===== config.mk =====
export PLATFORM = sky130hd
export DESIGN_NAME = fifo_fair_lock_arbiter_top
export DESIGN_NICKNAME = d
export VERILOG_FILES = /design/src/hw/rtl/ffla_pkg.sv /design/src/hw/rtl/ffla_queue.sv /design/src/hw/rtl/fifo_fair_lock_arbiter_top.sv
export VERILOG_INCLUDE_DIRS = /design/src /design/src/hw/rtl
export SDC_FILE = /design/constraint.sdc
export NUM_CORES = 1
export LEC_CHECK = 0
export BUFFER_PORTS_ARGS = -buffer_cell sky130_fd_sc_hd__buf_2
export CAP_MARGIN = 40
export CORE_ASPECT_RATIO = 1.5
export CORE_MARGIN = 10
export CORE_UTILIZATION = 40
export CTS_CLUSTER_DIAMETER = 40
export CTS_CLUSTER_SIZE = 16
export DETAILED_ROUTE_END_ITERATION = 6
export PLACE_DENSITY = 0.67
export SYNTH_ARGS = -nofsm -noshare
export SYNTH_HDL_FRONTEND = slang
export SYNTH_SLANG_ARGS = --single-unit

===== constraint.sdc =====
create_clock -name clk -period 2.7 [get_ports clk]
set_input_delay 0.405 -clock clk [delete_from_list [all_inputs] [get_ports clk]]
set_output_delay 0.405 -clock clk [all_outputs]
set_load 0.05 [all_outputs]

===== src/hw/rtl/fifo_fair_lock_arbiter_top_assert.svh =====
// Assertion macros for the FIFO-fair lock arbiter.
// No dependencies; included by the top level only.
`ifndef FIFO_FAIR_LOCK_ARBITER_TOP_ASSERT_SVH
`define FIFO_FAIR_LOCK_ARBITER_TOP_ASSERT_SVH

`ifndef NO_ASSERTIONS

// same-cycle implication
`define FFLA_ASSERT_IMPLIES(lbl, clk, rst_n, ante, cons, msg) \
	lbl: assert property (@(posedge clk) disable iff (!rst_n) (ante) |-> (cons)) \
		else $error(msg);

// next-cycle implication
`define FFLA_ASSERT_NEXT(lbl, clk, rst_n, ante, cons, msg) \
	lbl: assert property (@(posedge clk) disable iff (!rst_n) (ante) |=> (cons)) \
		else $error(msg);

// condition must never hold
`define FFLA_ASSERT_NEVER(lbl, clk, rst_n, cond, msg) \
	lbl: assert property (@(posedge clk) disable iff (!rst_n) !(cond)) \
		else $error(msg);

`else

`define FFLA_ASSERT_IMPLIES(lbl, clk, rst_n, ante, cons, msg)
`define FFLA_ASSERT_NEXT(lbl, clk, rst_n, ante, cons, msg)
`define FFLA_ASSERT_NEVER(lbl, clk, rst_n, cond, msg)

`endif

`endif


===== src/hw/rtl/ffla_pkg.sv =====
// Shared types, codes and defaults for the FIFO-fair lock arbiter.
// No dependencies; used by ffla_queue and fifo_fair_lock_arbiter_top.
`default_nettype none

package ffla_pkg;

	localparam int NUM_CPUS_DEF  = 4;
	localparam int NUM_LOCKS_DEF = 8;

	// command codes
	localparam logic [1:0] CMD_LOCK   = 2'd0;
	localparam logic [1:0] CMD_TRY    = 2'd1;
	localparam logic [1:0] CMD_UNLOCK = 2'd2;
	localparam logic [1:0] CMD_BAD    = 2'd3;

	typedef enum logic [2:0] {
		ST_GRANTED   = 3'd0,
		ST_QUEUED    = 3'd1,
		ST_TRY_FAIL  = 3'd2,
		ST_RELEASED  = 3'd3,
		ST_DOUBLE    = 3'd4,
		ST_ALREADY_Q = 3'd5,
		ST_NOT_HEAD  = 3'd6,
		ST_NOT_OWNER = 3'd7
	} status_t;

	typedef logic [1:0] cpu_t;
	typedef logic [2:0] lock_t;

	typedef struct packed {
		logic [1:0] cmd;
		cpu_t       cpu;
		lock_t      lock_id;
	} req_t;

	typedef struct packed {
		status_t status;
		cpu_t    target_cpu;
		lock_t   target_lock;
		logic    last;
	} res_t;

	// one wait queue slot: CPU and the lock it waits for
	typedef struct packed {
		cpu_t  cpu;
		lock_t lock_id;
	} q_entry_t;

	typedef struct packed {
		logic push;
		logic pop;
	} q_ctrl_t;

	typedef struct packed {
		logic     empty;
		logic     single;
		q_entry_t head;
		q_entry_t next;
	} q_status_t;

endpackage

`default_nettype wire


===== src/hw/rtl/ffla_queue.sv =====
// Shift-register wait queue of {cpu, lock} slots for the lock arbiter.
// Depends on ffla_pkg.
`default_nettype none

module ffla_queue #(
	parameter int NUM_CPUS = ffla_pkg::NUM_CPUS_DEF
) (
	input  wire logic                clk,
	input  wire logic                arst_n,
	input  wire ffla_pkg::q_ctrl_t   ctrl,
	input  wire ffla_pkg::q_entry_t  push_entry,
	output ffla_pkg::q_status_t      status
);

	localparam int CNTW = $clog2(NUM_CPUS + 1);

	ffla_pkg::q_entry_t ent_q [NUM_CPUS];
	logic [CNTW-1:0]    cnt_q;

	// slot 0 is the head; pop shifts everything down by one
	always_ff @(posedge clk) begin
		for (int i = 0; i < NUM_CPUS; i++) begin
			if (ctrl.pop) begin
				if (i < NUM_CPUS - 1) begin
					ent_q[i] <= ent_q[i+1];
				end
			end else if (ctrl.push && cnt_q == CNTW'(i)) begin
				ent_q[i] <= push_entry;
			end
		end
	end

	always_ff @(posedge clk or negedge arst_n) begin
		if (!arst_n) begin
			cnt_q <= '0;
		end else if (ctrl.pop && cnt_q != '0) begin
			cnt_q <= cnt_q - 1'b1;
		end else if (ctrl.push && cnt_q != CNTW'(NUM_CPUS)) begin
			cnt_q <= cnt_q + 1'b1;
		end
	end

	assign status.empty  = (cnt_q == '0);
	assign status.single = (cnt_q == CNTW'(1));
	assign status.head   = ent_q[0];
	assign status.next   = ent_q[1];

endmodule

`default_nettype wire


===== src/hw/rtl/fifo_fair_lock_arbiter_top.sv =====
// FIFO-fair lock arbiter: top level with command register, decision logic,
// lock ownership table and result registers. Depends on ffla_pkg, ffla_queue
// and fifo_fair_lock_arbiter_top_assert.svh.
//
// Channel    Ports                        Transaction
// ---------  ---------------------------  --------------------------------------
// command    start, busy, request         start && !busy at a rising edge
// result     result_strobe, result        result_strobe high for one cycle
//
// A command is registered on acceptance, decided once no promotion result is
// pending, and its first result leaves via the result register. Sustained rate
// is one command per cycle while busy is low; an unlock that also promotes the
// next waiter emits two results and holds busy high for one cycle while the
// second result drains through the output register.
// Reset leaves all locks free and the queue empty; no clearing pass.
// The receiver cannot stall: each result is shown for exactly one cycle.
`default_nettype none

module fifo_fair_lock_arbiter_top #(
	parameter int NUM_CPUS  = ffla_pkg::NUM_CPUS_DEF,
	parameter int NUM_LOCKS = ffla_pkg::NUM_LOCKS_DEF
) (
	input  wire logic            clk,
	input  wire logic            arst_n,
	input  wire logic            start,
	output logic                 busy,
	input  wire ffla_pkg::req_t  request,
	output logic                 result_strobe,
	output ffla_pkg::res_t       result
);

	`include "fifo_fair_lock_arbiter_top_assert.svh"

	localparam int CIW = $clog2(NUM_CPUS);
	localparam int LIW = (NUM_LOCKS > 1) ? $clog2(NUM_LOCKS) : 1;

	// ---------------------------------------------------------------------
	// Command register (stage 1)
	// ---------------------------------------------------------------------
	logic                accept;
	logic                advance;
	logic                req_vld_s1;
	ffla_pkg::req_t      req_s1;
	ffla_pkg::cpu_t      own_rd_s1;     // owner of req_s1.lock_id, read at accept

	// ---------------------------------------------------------------------
	// State
	// ---------------------------------------------------------------------
	logic [NUM_LOCKS-1:0] own_vld_q;    // lock held
	ffla_pkg::cpu_t       owner_mem [NUM_LOCKS];
	logic [NUM_CPUS-1:0]  queued_q;     // CPU sits in the wait queue

	ffla_pkg::q_ctrl_t    q_ctrl;
	ffla_pkg::q_entry_t   q_push;
	ffla_pkg::q_status_t  q_st;

	// result register plus one slot for a promotion grant
	logic                res_vld_q;
	ffla_pkg::res_t      res_q;
	logic                pend_vld_q;
	ffla_pkg::res_t      pend_q;

	// decision outputs
	logic                r0_fire;
	logic                r1_fire;
	ffla_pkg::res_t      r0;
	ffla_pkg::res_t      r1;
	logic                vset_en;
	logic [LIW-1:0]      vset_idx;
	logic                vclr_en;
	logic [LIW-1:0]      vclr_idx;
	logic                own_we;
	logic [LIW-1:0]      own_waddr;
	ffla_pkg::cpu_t      own_wdata;
	logic                qset_en;
	logic                qclr_en;

	logic [LIW-1:0]      in_lidx;

	// A promotion result must drain before the next command is decided.
	assign busy    = pend_vld_q;
	assign accept  = start && !busy;
	assign advance = req_vld_s1 && !pend_vld_q;
	assign in_lidx = LIW'(request.lock_id);

	always_ff @(posedge clk or negedge arst_n) begin
		if (!arst_n) begin
			req_vld_s1 <= 1'b0;
		end else if (accept) begin
			req_vld_s1 <= 1'b1;
		end else if (advance) begin
			req_vld_s1 <= 1'b0;
		end
	end

	// Owner table read at accept, with bypass of the write made at the same edge.
	always_ff @(posedge clk) begin
		if (own_we) begin
			owner_mem[own_waddr] <= own_wdata;
		end
		if (accept) begin
			req_s1 <= request;
			if (own_we && own_waddr == in_lidx) begin
				own_rd_s1 <= own_wdata;
			end else begin
				own_rd_s1 <= owner_mem[in_lidx];
			end
		end
	end

	ffla_queue #(
		.NUM_CPUS (NUM_CPUS)
	) u_queue (
		.clk        (clk),
		.arst_n     (arst_n),
		.ctrl       (q_ctrl),
		.push_entry (q_push),
		.status     (q_st)
	);

	// ---------------------------------------------------------------------
	// Decision logic for the command in stage 1
	// ---------------------------------------------------------------------
	always_comb begin
		logic           in_range;
		logic [LIW-1:0] lidx;
		logic [LIW-1:0] pidx;
		logic [CIW-1:0] cidx;
		logic           l_owned;
		logic           l_mine;
		logic           is_head;
		logic           p_free;

		in_range = (req_s1.cmd != ffla_pkg::CMD_BAD)
		        && (32'(req_s1.cpu) < NUM_CPUS)
		        && (32'(req_s1.lock_id) < NUM_LOCKS);
		lidx     = LIW'(req_s1.lock_id);
		cidx     = CIW'(req_s1.cpu);
		pidx     = LIW'(q_st.next.lock_id);
		l_owned  = own_vld_q[lidx];
		l_mine   = l_owned && (own_rd_s1 == req_s1.cpu);
		is_head  = !q_st.empty && (q_st.head.cpu == req_s1.cpu);
		p_free   = 1'b0;

		r0_fire   = 1'b0;
		r1_fire   = 1'b0;
		r0        = '{status: ffla_pkg::ST_GRANTED, target_cpu: req_s1.cpu,
		              target_lock: req_s1.lock_id, last: 1'b1};
		r1        = '{status: ffla_pkg::ST_GRANTED, target_cpu: q_st.next.cpu,
		              target_lock: q_st.next.lock_id, last: 1'b1};
		vset_en   = 1'b0;
		vset_idx  = lidx;
		vclr_en   = 1'b0;
		vclr_idx  = lidx;
		own_we    = 1'b0;
		own_waddr = lidx;
		own_wdata = req_s1.cpu;
		qset_en   = 1'b0;
		qclr_en   = 1'b0;
		q_ctrl    = '{push: 1'b0, pop: 1'b0};
		q_push    = '{cpu: req_s1.cpu, lock_id: req_s1.lock_id};

		if (advance && in_range) begin
			r0_fire = 1'b1;
			if (req_s1.cmd != ffla_pkg::CMD_UNLOCK) begin
				priority if (l_mine) begin
					r0.status = ffla_pkg::ST_DOUBLE;
				end else if (queued_q[cidx]) begin
					r0.status = ffla_pkg::ST_ALREADY_Q;
				end else if (req_s1.cmd == ffla_pkg::CMD_TRY) begin
					if (q_st.empty && !l_owned) begin
						q_ctrl.push = 1'b1;
						qset_en     = 1'b1;
						vset_en     = 1'b1;
						own_we      = 1'b1;
						r0.status   = ffla_pkg::ST_GRANTED;
					end else begin
						r0.status   = ffla_pkg::ST_TRY_FAIL;
					end
				end else begin
					q_ctrl.push = 1'b1;
					qset_en     = 1'b1;
					if (q_st.empty && !l_owned) begin
						vset_en   = 1'b1;
						own_we    = 1'b1;
						r0.status = ffla_pkg::ST_GRANTED;
					end else begin
						r0.status = ffla_pkg::ST_QUEUED;
					end
				end
			end else if (!is_head) begin
				r0.status = ffla_pkg::ST_NOT_HEAD;
			end else begin
				// head leaves the queue whether or not it owns the lock
				q_ctrl.pop = 1'b1;
				qclr_en    = 1'b1;
				if (l_mine) begin
					vclr_en   = 1'b1;
					r0.status = ffla_pkg::ST_RELEASED;
				end else begin
					r0.status = ffla_pkg::ST_NOT_OWNER;
				end
				// promote the new head if its lock is free after this release
				p_free = !own_vld_q[pidx] || (l_mine && pidx == lidx);
				if (!q_st.single && p_free) begin
					r1_fire   = 1'b1;
					r0.last   = 1'b0;
					vset_en   = 1'b1;
					vset_idx  = pidx;
					own_we    = 1'b1;
					own_waddr = pidx;
					own_wdata = q_st.next.cpu;
				end
			end
		end
	end

	// ---------------------------------------------------------------------
	// Lock valid bits and queued flags
	// ---------------------------------------------------------------------
	always_ff @(posedge clk or negedge arst_n) begin
		if (!arst_n) begin
			own_vld_q <= '0;
			queued_q  <= '0;
		end else begin
			for (int i = 0; i < NUM_LOCKS; i++) begin
				// a grant of the lock just released wins
				if (vset_en && vset_idx == LIW'(i)) begin
					own_vld_q[i] <= 1'b1;
				end else if (vclr_en && vclr_idx == LIW'(i)) begin
					own_vld_q[i] <= 1'b0;
				end
			end
			for (int i = 0; i < NUM_CPUS; i++) begin
				if (qset_en && CIW'(req_s1.cpu) == CIW'(i)) begin
					queued_q[i] <= 1'b1;
				end else if (qclr_en && CIW'(req_s1.cpu) == CIW'(i)) begin
					queued_q[i] <= 1'b0;
				end
			end
		end
	end

	// ---------------------------------------------------------------------
	// Result registers
	// ---------------------------------------------------------------------
	always_ff @(posedge clk or negedge arst_n) begin
		if (!arst_n) begin
			res_vld_q  <= 1'b0;
			pend_vld_q <= 1'b0;
		end else if (pend_vld_q) begin
			res_vld_q  <= 1'b1;
			pend_vld_q <= 1'b0;
		end else begin
			res_vld_q  <= r0_fire;
			pend_vld_q <= r1_fire;
		end
	end

	always_ff @(posedge clk) begin
		if (pend_vld_q) begin
			res_q <= pend_q;
		end else if (r0_fire) begin
			res_q  <= r0;
			pend_q <= r1;
		end
	end

	assign result_strobe = res_vld_q;
	assign result        = res_q;

	// ---------------------------------------------------------------------
	// Assertions
	// ---------------------------------------------------------------------
	`FFLA_ASSERT_NEXT(a_promo_follows, clk, arst_n, pend_vld_q, result_strobe && result.last && result.status == ffla_pkg::ST_GRANTED, "promotion grant not delivered")
	`FFLA_ASSERT_NEXT(a_last_closes, clk, arst_n, result_strobe && !result.last, result_strobe, "result sequence cut short")
	`FFLA_ASSERT_NEVER(a_queue_flags, clk, arst_n, q_st.empty != (queued_q == '0), "queue occupancy and queued flags disagree")

endmodule

`default_nettype wire

==> flow_summary.ini, run 1 <==
[setup_path]
timing.critical_path.fanout_max = 4
worstSetupPathType = reg2reg
cp_slowest_cell = mux4_2
crit_path_start_kind = register
arrival_ns = 2.72
cpPeakStageDelay_ns = 0.54
required_ns = 2.80
path_cells = mux4_2, mux2_4, nand2_1, mux2i_1, a2111o_1, a221oi_2, mux2_2
end_kind = register

[sta]
hold_violations = 0
min_period_over_period_pct = 97.2
setup_tns_ns = 0
rsz0062_at_grt = true
min_period_ns = 2.63
worstMarginPinSlew_ns = 0.465
relSlewSlack_pct = 69.0
skew_ns = 0.0100
setup_violations = 0
final-max-slew-violation-count = 0
max_freq_ghz = 0.381

[floorplanning]
start_util_pct = 40.9
io_pins = 21
die_w_um = 99.2
core_um2 = 9200
die_h_um = 139
die_area_um2 = 13800
num_rows = 43

[grt]
grt_max_degree = 19
grt_usage_pct = 12.3
antenna_found_initial = 0
overflow = 0
grt_pass1_vias = 2606
grt_pass1_wl_um = 13200

[logic_synthesis]
ys_ff_latch = 74
ys_types = 54
synth_area_um2 = 3760
synth.avg_cell_area_um2 = 13.4
yosys_warnings = 0
synth_top_area_cell = edfxtp_1
async_reset_ff_share_pct = 24.3
ys_top_cells_by_area = edfxtp_1, dfrtp_1, mux2_4
yosysTopAreaCellShare_pct = 44.7
synth_ff_type = edfxtp_1
synthCells = 282
synth-edff-count = 56
seq_area_frac_synth_pct = 56.6
synth_nets = 298

[detailed_routing]
wl_met3_um = 424
drcViolationCount = 0
dr.max_layer_used = met4
dr.pass1.iters = 6
avgRoutedWirePerCell_um = 18.4
wirelength_um = 8320
num_vias = 2411
ant_nets = 0
viasPerCell = 5.33
drt-met1-wl_um = 3110
met2_length_um = 4500
drt_first_iter_violations = 116

[clocking]
clkTransAtPathRegs_ns = 0.06
cts_tree = done
cts-htree-levels = 3
clkLatencyLatePin_ns = 0.34
postCtsHoldBufs = 0
clockBufferDepth = 2
cts.sinks = 74
cts_buffers = 9
clockRootBuffer = clkbuf_16

[run_status]
status = complete, no violations

[place]
portBuffers = 20
gp_congestion = 0.790
dpl.hpwl_um = 6400

[finish]
nets = 351
post-route-util_pct = 49.6
diodes = 0
syn_to_final_growth_pct = 21.3
drive_gt1_share_pct = 35.6

[power]
power_density_nw_per_um2 = 800
p_leak_nw = 1.80
irDropWorstVdd_uv = 376

[run]
drv_cap = 0

[hold_path]
hp-class = in2async
-- per-layer routing --
metal,track usage [%],up-vias
met4,6.81,0
met2,22.4,60
met3,4.19,20
met1,11.6,1181
met5,0,-
li1,-,1150
-- per-stage QoR --
stage	hold WS [ns]	cells	worst slack (ns)	area (um2)	total power, W
final	0.0177	452	0.0750	4570	0.00365
after global placement	0.393	433	-0.0460	4190	0.00235
after detailed placement	0.393	433	-0.0346	4190	0.00236
after floorplan	0.109	282	0.0653	3770	0.00207
after global routing	0.0517	452	-0.0348	4570	0.00382
after CTS	0.0377	450	0.0362	4530	0.00366
-- state kept, by name, indices dropped and copies added (netlist names), 2 cells and up --
signal / count
q_push: 2
u_queue.ent_q: 17
pend_q: 5
own_vld_q: 8
own_rd_s1: 2
result: 9
u_queue.cnt_q: 3
owner_mem: 16
queued_q: 4
vclr_idx: 3
req_s1: 2
-- final timing paths --
path / startpoint / to / slack, ns / cells after the start
hold reg to reg: req_vld_s1 / req_vld_s1 / 0.46 / 1
hold / removal: arst_n / queued_q[1] / 0.02 / 1
max in group asynchronous: arst_n / req_vld_s1 / 2.36 / 1
setup reg to reg: u_queue.ent_q[1][0] / own_rd_s1[0] / 0.07 / 7
min in group clk: request[4] / q_push[4] / 0.24 / 1
setup / recovery: u_queue.ent_q[1][0] / own_rd_s1[0] / 0.07 / 7
-- cells in the mapped netlist, drive strengths merged, types with 2 or more instances --
cell and count:
nor3 3, ha 6, inv 8, mux2 25, edfxtp 56, nor4 2
nand2b 6, xor2 3, mux4 7, a2bb2oi 2, a21oi 5, a21o 5
o31ai 4, mux2i 6, or4 2, xnor2 8, nand3 7, nor2b 11
or2 2, nand4 2, buf 4, nand2 27, clkbuf 11, and3 4
dfrtp 18, o21ai 15, nor2 16
-- report_power, final --
part	leakage [nW]	internal [W]	switching (W)
Combinational	0.904	0.000406	0.000463
Sequential	0.739	0.00139	0.000115
Clock	0.156	0.000814	0.000467
Total	1.80	0.00261	0.00105
-- layout make-up --
cell class | count | area [um2]
Fill cell | 806 | 4630
Sequential cell | 74 | 2130
Multi-Input combinational cell | 185 | 1560
Timing Repair Buffer | 57 | 378
Clock buffer | 9 | 225
Tap cell | 112 | 140
Clock inverter | 7 | 98.8
Inverter | 8 | 30.0
-- timing repair --
action	4_1_cts	5_1_grt
setup buffers	1	2
pin swaps	1	1
setup endpoints to repair	2	18
resized for setup	1	6
-- kinds of logic after synthesis --
family	share of synthesized area [%]
and+or+nand+nor	12.8
adders and majority gates	1.99
AOI/OAI and AO/OA	8.94
xor gates and xnor gates	2.56
DFF	56.6
muxes	14.4
buffers and inverters	2.76
-- worst max-delay path: cells and delay by family (launching register included) --
family / cells / cell delay, ns
AND/OR/NAND/NOR: 1 / 0.06
AO/OA/AOI/OAI: 2 / 0.53
multiplexers: 4 / 1.28
flip-flops: 1 / 0.51
-- cell usage in the layout (no fill, tap or decap), types with 3 or more instances in the layout --
master / instances
a21oi_1: 4
buf_2: 20
ha_1: 6
and3_1: 4
nor2_1: 13
nand3_1: 5
o21ai_0: 15
nand2b_1: 6
clkbuf_16: 9
xor2_1: 3
mux2_4: 12
buf_4: 37
xnor2_1: 8
nand2_1: 26
dfrtp_1: 18
edfxtp_1: 56
nor2b_1: 11
mux2_2: 12
nor3_1: 3
inv_1: 8
o31ai_1: 4
a21o_1: 5
mux2i_1: 6
mux4_2: 7
Power figures use the tool's default switching activity.
==> run 2: changes to the inputs <==
--- a/config.mk
+++ b/config.mk
@@ -15,6 +15,7 @@
 export CTS_CLUSTER_SIZE = 16
 export DETAILED_ROUTE_END_ITERATION = 6
 export PLACE_DENSITY = 0.67
+export RECOVER_POWER = 50
 export SYNTH_ARGS = -nofsm -noshare
 export SYNTH_HDL_FRONTEND = slang
 export SYNTH_SLANG_ARGS = --single-unit
==> run 2 against run 1 <==
  * Total power fell by 0.21%
  * Worst hold slack improved by 0.22 ns
  * Cell count unchanged
  * Routed wire length rose by 0.24%
  * Via count rose by 0.12%
  * Utilization decreased by 0.39 points
  * Register-to-register slack about the same
  * Final area down 0.79%
  * Die area stayed put
==> flow_summary.ini, run 2 (synthesized netlist as in run 1, its figures left out) <==
[place]
placed_cell_area_um2 = 4190
portBuffers = 20
gp_congestion = 0.790
place_ws_ns = -0.0346
dp_cells = 433
dpl.hpwl_um = 6400

[clocking]
clkTransAtPathRegs_ns = 0.06
cts_tree = done
cts_buffers = 9
clockRootBuffer = clkbuf_16
clockBufferDepth = 2
cts.sinks = 74
cts-htree-levels = 3
postCtsHoldBufs = 0
clkLatencyLatePin_ns = 0.34

[run]
drv_cap = 0

[grt]
use_met1_pct = 11.6
busiest_layer = met2
antenna_found_initial = 0
overflow = 0
grt_use_met2_pct = 22.4
grt_usage_pct = 12.3
grt_max_degree = 19
grt_pass1_vias = 2606
grt_pass1_wl_um = 13200
use_met3_pct = 4.19

[finish]
layout_common_cells = edfxtp_1, buf_4, nand2_1
design_area_um2 = 4530
syn_to_final_growth_pct = 20.3
final_common_cell = edfxtp_1
largest_reg_flops = 17
nets = 351
regMostFlops = u_queue.ent_q
fill_cells = 818
fin_cells = 452
diodes = 0
drive_gt1_share_pct = 29.7

[power]
p_switching_w = 0.00105
p_leak_nw = 1.74
irDropWorstVdd_uv = 379
power_density_nw_per_um2 = 805
power_frac_comb_pct = 23.6
intPower_w = 0.00260
p_seq_share_pct = 41.2
p_sw_share_pct = 28.7
clock_power_share_pct = 35.2

[detailed_routing]
viasPerCell = 5.34
wirelength_um = 8340
dr.pass1.iters = 6
drcViolationCount = 0
drt_first_iter_violations = 122
ant_nets = 0
avgRoutedWirePerCell_um = 18.5
num_vias = 2414

[sta]
rsz0062_at_grt = true
hold_violations = 0
min_period_over_period_pct = 97.2
setup_tns_ns = 0
skew_ns = 0.0114
min_period_ns = 2.62
worstMarginPinSlew_ns = 1.11
setup_violations = 0
relSlewSlack_pct = 25.8
final-max-slew-violation-count = 0
fin_ws_ns = 0.0756
max_freq_ghz = 0.381

[floorplanning]
core_um2 = 9200
die_area_um2 = 13800
start_util_pct = 40.9
io_pins = 21
die_h_um = 139
num_rows = 43
die_w_um = 99.2

[setup_path]
timing.critical_path.fanout_max = 4
crit_family = multiplexers
path_buf_inv = 0
crit_path_start_kind = register
path_cells = mux4_2, mux2_4, nand2_1, mux2i_1, a2111o_1, a221oi_2, mux2_2
cp.depth = 7
reg2reg_depth = 7
cp_slowest_cell = mux4_2
worstSetupPathType = reg2reg
required_ns = 2.80
cpPeakStageDelay_ns = 0.54
arrival_ns = 2.72
end_kind = register

[hold_path]
hp-class = in2reg
hold_path_depth = 1

[run_status]
status = complete, no violations
run 2: final cells by class:
cell class / instances / area (um2) / area share [%]
Clock buffer: 9 / 225 / 4.97
Clock inverter: 7 / 98.8 / 2.18
Inverter: 8 / 30.0 / 0.663
Multi-Input combinational cell: 185 / 1560 / 34.5
Sequential cell: 74 / 2130 / 47.1
Tap cell: 112 / 140 / 3.09
Timing Repair Buffer: 57 / 342 / 7.54
run 2: worst reg2reg max path, stage by stage, from the launching register on:
cell and delay [ns]:
edfxtp_1 0.51, mux4_2 0.54, mux2_4 0.31, nand2_1 0.06
mux2i_1 0.07, a2111o_1 0.30, a221oi_2 0.23, mux2_2 0.36
run 2: path summary, 6_finish.rpt:
path / startpoint / endpoint / slack [ns]
max in group asynchronous: arst_n / req_vld_s1 / 1.77
max reg2reg: u_queue.ent_q[1][0] / own_rd_s1[0] / 0.08
min in group asynchronous: arst_n / queued_q[1] / 0.26
max: u_queue.ent_q[1][0] / own_rd_s1[0] / 0.08
min: request[4] / q_push[4] / 0.24
min reg2reg: req_vld_s1 / req_vld_s1 / 0.47
run 2: power groups by stage:
| stage | clock, W | combinational (W) | sequential [W] |
|---|---|---|---|
| final | 0.00128 | 0.000861 | 0.00150 |
| after detailed placement | 0 | 0.000842 | 0.00152 |
| after floorplan | 0 | 0.000544 | 0.00153 |
| after global routing | 0.00135 | 0.000939 | 0.00152 |
| after global placement | 0 | 0.000828 | 0.00152 |
| after CTS | 0.00130 | 0.000854 | 0.00150 |
run 2: timing repair:
item	in CTS	in global routing
pin swaps	1	1
gates cloned	0	0
resized for setup	1	6
buffers inserted	1	2
setup endpoints to repair	2	18
run 2: per-layer routing:
metal / vias to the layer above / part of all wire (%)
met5: - / 0
met4: 0 / 3.4
met3: 20 / 4.9
met2: 51 / 54
met1: 1192 / 38
li1: 1151 / -
run 2: per-stage QoR:
step	hold slack [ns]	total power (W)	utilization (%)
after floorplan	0.109	0.00207	-
after global placement	0.393	0.00235	45.6
after detailed placement	0.393	0.00236	45.6
after CTS	0.0377	0.00366	49.2
after global routing	0.231	0.00381	49.2
final	0.241	0.00365	49.2
==> run 3: changes to the inputs <==
--- a/config.mk
+++ b/config.mk
@@ -10,11 +10,11 @@
 export CAP_MARGIN = 40
 export CORE_ASPECT_RATIO = 1.5
 export CORE_MARGIN = 10
-export CORE_UTILIZATION = 40
+export CORE_UTILIZATION = 55
 export CTS_CLUSTER_DIAMETER = 40
 export CTS_CLUSTER_SIZE = 16
 export DETAILED_ROUTE_END_ITERATION = 6
-export PLACE_DENSITY = 0.67
+export PLACE_DENSITY = 0.85
 export RECOVER_POWER = 50
 export SYNTH_ARGS = -nofsm -noshare
 export SYNTH_HDL_FRONTEND = slang
==> run 3 against run 2 <==
  * Via count rose by 3.8%
  * Fmax fell by 2.1%
  * Clock power fell by 22%
  * Sequential share of layout area rose by 0.27 points
  * Worst hold slack got worse by 0.018 ns
  * Setup slack got worse by 0.056 ns
  * Global-route usage rose by 4.5 points
  * Final area fell by 0.58%
  * Clock-buffer cell count rose by 2
  * Critical path type unchanged
  * Utilization rose by 19 points
  * Highest routed layer unchanged
  * Routed wire length rose by 2.0%
==> flow_summary.ini, run 3 (synthesized netlist as in run 1, its figures left out) <==
[run_status]
status = complete, no violations

[power]
clock_power_share_pct = 29.2
power_frac_comb_pct = 27.0
intPower_w = 0.00243
p_leak_nw = 1.80
p_sw_share_pct = 29.4
irDropWorstVdd_uv = 546
power_density_nw_per_um2 = 763
p_switching_w = 0.00101
p_seq_share_pct = 43.8

[sta]
relSlewSlack_pct = 31.9
worst_hold_slack_ns = 0.223
setup_tns_ns = 0
rsz0062_at_grt = true
max_freq_ghz = 0.373
min_period_over_period_pct = 99.3
setup_violations = 0
worstMarginPinSlew_ns = 1.02
skew_ns = 0.0102
min_period_ns = 2.68
final-max-slew-violation-count = 0
fin_ws_ns = 0.0194
hold_violations = 0

[hold_path]
hp-class = in2reg
hold_path_end = q_push[4]
hold_path_depth = 1
hp-start = request[4]

[finish]
regMostFlops = u_queue.ent_q
fill_cells = 456
drive_gt1_share_pct = 37.1
syn_to_final_growth_pct = 19.6
diodes = 0
final_common_cell = edfxtp_1
largest_reg_flops = 17
post-route-util_pct = 68.5
nets = 356
layout_common_cells = edfxtp_1, buf_4, nand2_1
design_area_um2 = 4500

[grt]
grt_max_degree = 19
overflow = 0
grt_usage_pct = 16.9
grt_pass1_vias = 2728
grt_pass1_wl_um = 13700
antenna_found_initial = 0

[clocking]
cts-htree-levels = 3
clockBufferDepth = 2
cts.sinks = 74
cts_tree = done
clockRootBuffer = clkbuf_8
clkLatencyLatePin_ns = 0.36
clkTransAtPathRegs_ns = 0.08
cts_buffers = 9

[floorplanning]
core_um2 = 6580
start_util_pct = 57.2
die_w_um = 87.6
io_pins = 21
num_rows = 36
die_h_um = 121
die_area_um2 = 10600

[setup_path]
timing.critical_path.fanout_max = 3
reg2reg_depth = 7
arrival_ns = 2.79
path_cells = mux4_2, mux2_4, nand2_2, mux2i_1, a2111o_1, a221oi_4, mux2_4
worstSetupPathType = reg2reg
crit_path_start_kind = register
r2r_end = own_rd_s1[0]
rrSetupSlack_ns = 0.02
cp_slowest_cell = mux4_2
cpPeakStageDelay_ns = 0.54
required_ns = 2.81
rr_startpoint = u_queue.ent_q[1][0]
end_kind = register
crit_top_cell = mux2_4

[place]
portBuffers = 20
dpl.hpwl_um = 6330
gp_congestion = 0.931
placed_cell_area_um2 = 4150
place_ws_ns = -0.0292

[detailed_routing]
viasPerCell = 5.95
num_vias = 2505
ant_nets = 0
drcViolationCount = 0
drt_first_iter_violations = 175
wirelength_um = 8510
dr.pass1.iters = 4
avgRoutedWirePerCell_um = 20.2

[run]
drv_cap = 0
==> run 3: critical path: cells and delay by family (launching register included) <==
| kind | cells | cell delay (ns) |
|---|---|---|
| mux | 4 | 1.26 |
| flops | 1 | 0.51 |
| simple gates | 1 | 0.08 |
| compound gates | 2 | 0.59 |
==> run 3: per-stage QoR <==
step                      instances  total power (W)
after floorplan                 282          0.00207
after global placement          397          0.00231
after detailed placement        397          0.00236
after CTS                       416          0.00338
after global routing            421          0.00360
final                           421          0.00344
==> run 3: what timing repair did <==
| action | in CTS | in global routing |
|---|---|---|
| endpoints found under the hold margin | 18 | 0 |
| setup endpoints to repair | 5 | 39 |
| pin swaps | 2 | 6 |
| setup buffers | 2 | 5 |
| hold buffers | 1 | 0 |
| gates resized for setup | 4 | 14 |
==> run 3: layout make-up <==
cell class	count	area, um2	share of cell area (%)
clock inverters	5	103	2.28
repair buffers	62	415	9.22
clock buffers	11	131	2.92
well taps	76	95.1	2.11
flip-flops and latches	74	2130	47.3
multi-input cells	185	1600	35.5
inverters	8	30.0	0.667
==> run 3: power groups by stage <==
stage	logic, W	registers [W]	clock network, W
2_1_floorplan	0.000544	0.00153	0
3_3_place_gp	0.000804	0.00151	0
3_5_place_dp	0.000838	0.00152	0
4_1_cts	0.000865	0.00150	0.00102
5_1_grt	0.00101	0.00152	0.00107
6_report	0.000930	0.00151	0.00100
==> run 3: worst max-delay path by stage <==
stage	start	endpoint	slack, ns
2_1_floorplan	u_queue.cnt_q[0]	own_rd_s1[0]	0.07
3_3_place_gp	u_queue.ent_q[1][0]	own_rd_s1[1]	0.02
3_5_place_dp	u_queue.ent_q[1][0]	own_rd_s1[0]	-0.03
4_1_cts	u_queue.cnt_q[0]	own_rd_s1[0]	0.02
5_1_grt	u_queue.ent_q[1][0]	own_rd_s1[0]	-0.03
6_report	u_queue.ent_q[1][0]	own_rd_s1[0]	0.02
==> run 3: per-layer routing <==
| metal | up-vias | share of wire, % | routed length (um) | global-route usage, % |
|---|---|---|---|---|
| met5 | - | 0 | 0 | 0 |
| met4 | 0 | 4.6 | 393 | 10.2 |
| met3 | 29 | 5.0 | 426 | 4.03 |
| met2 | 83 | 54 | 4600 | 29.6 |
| met1 | 1232 | 36 | 3090 | 17.4 |
| li1 | 1161 | - | - | - |
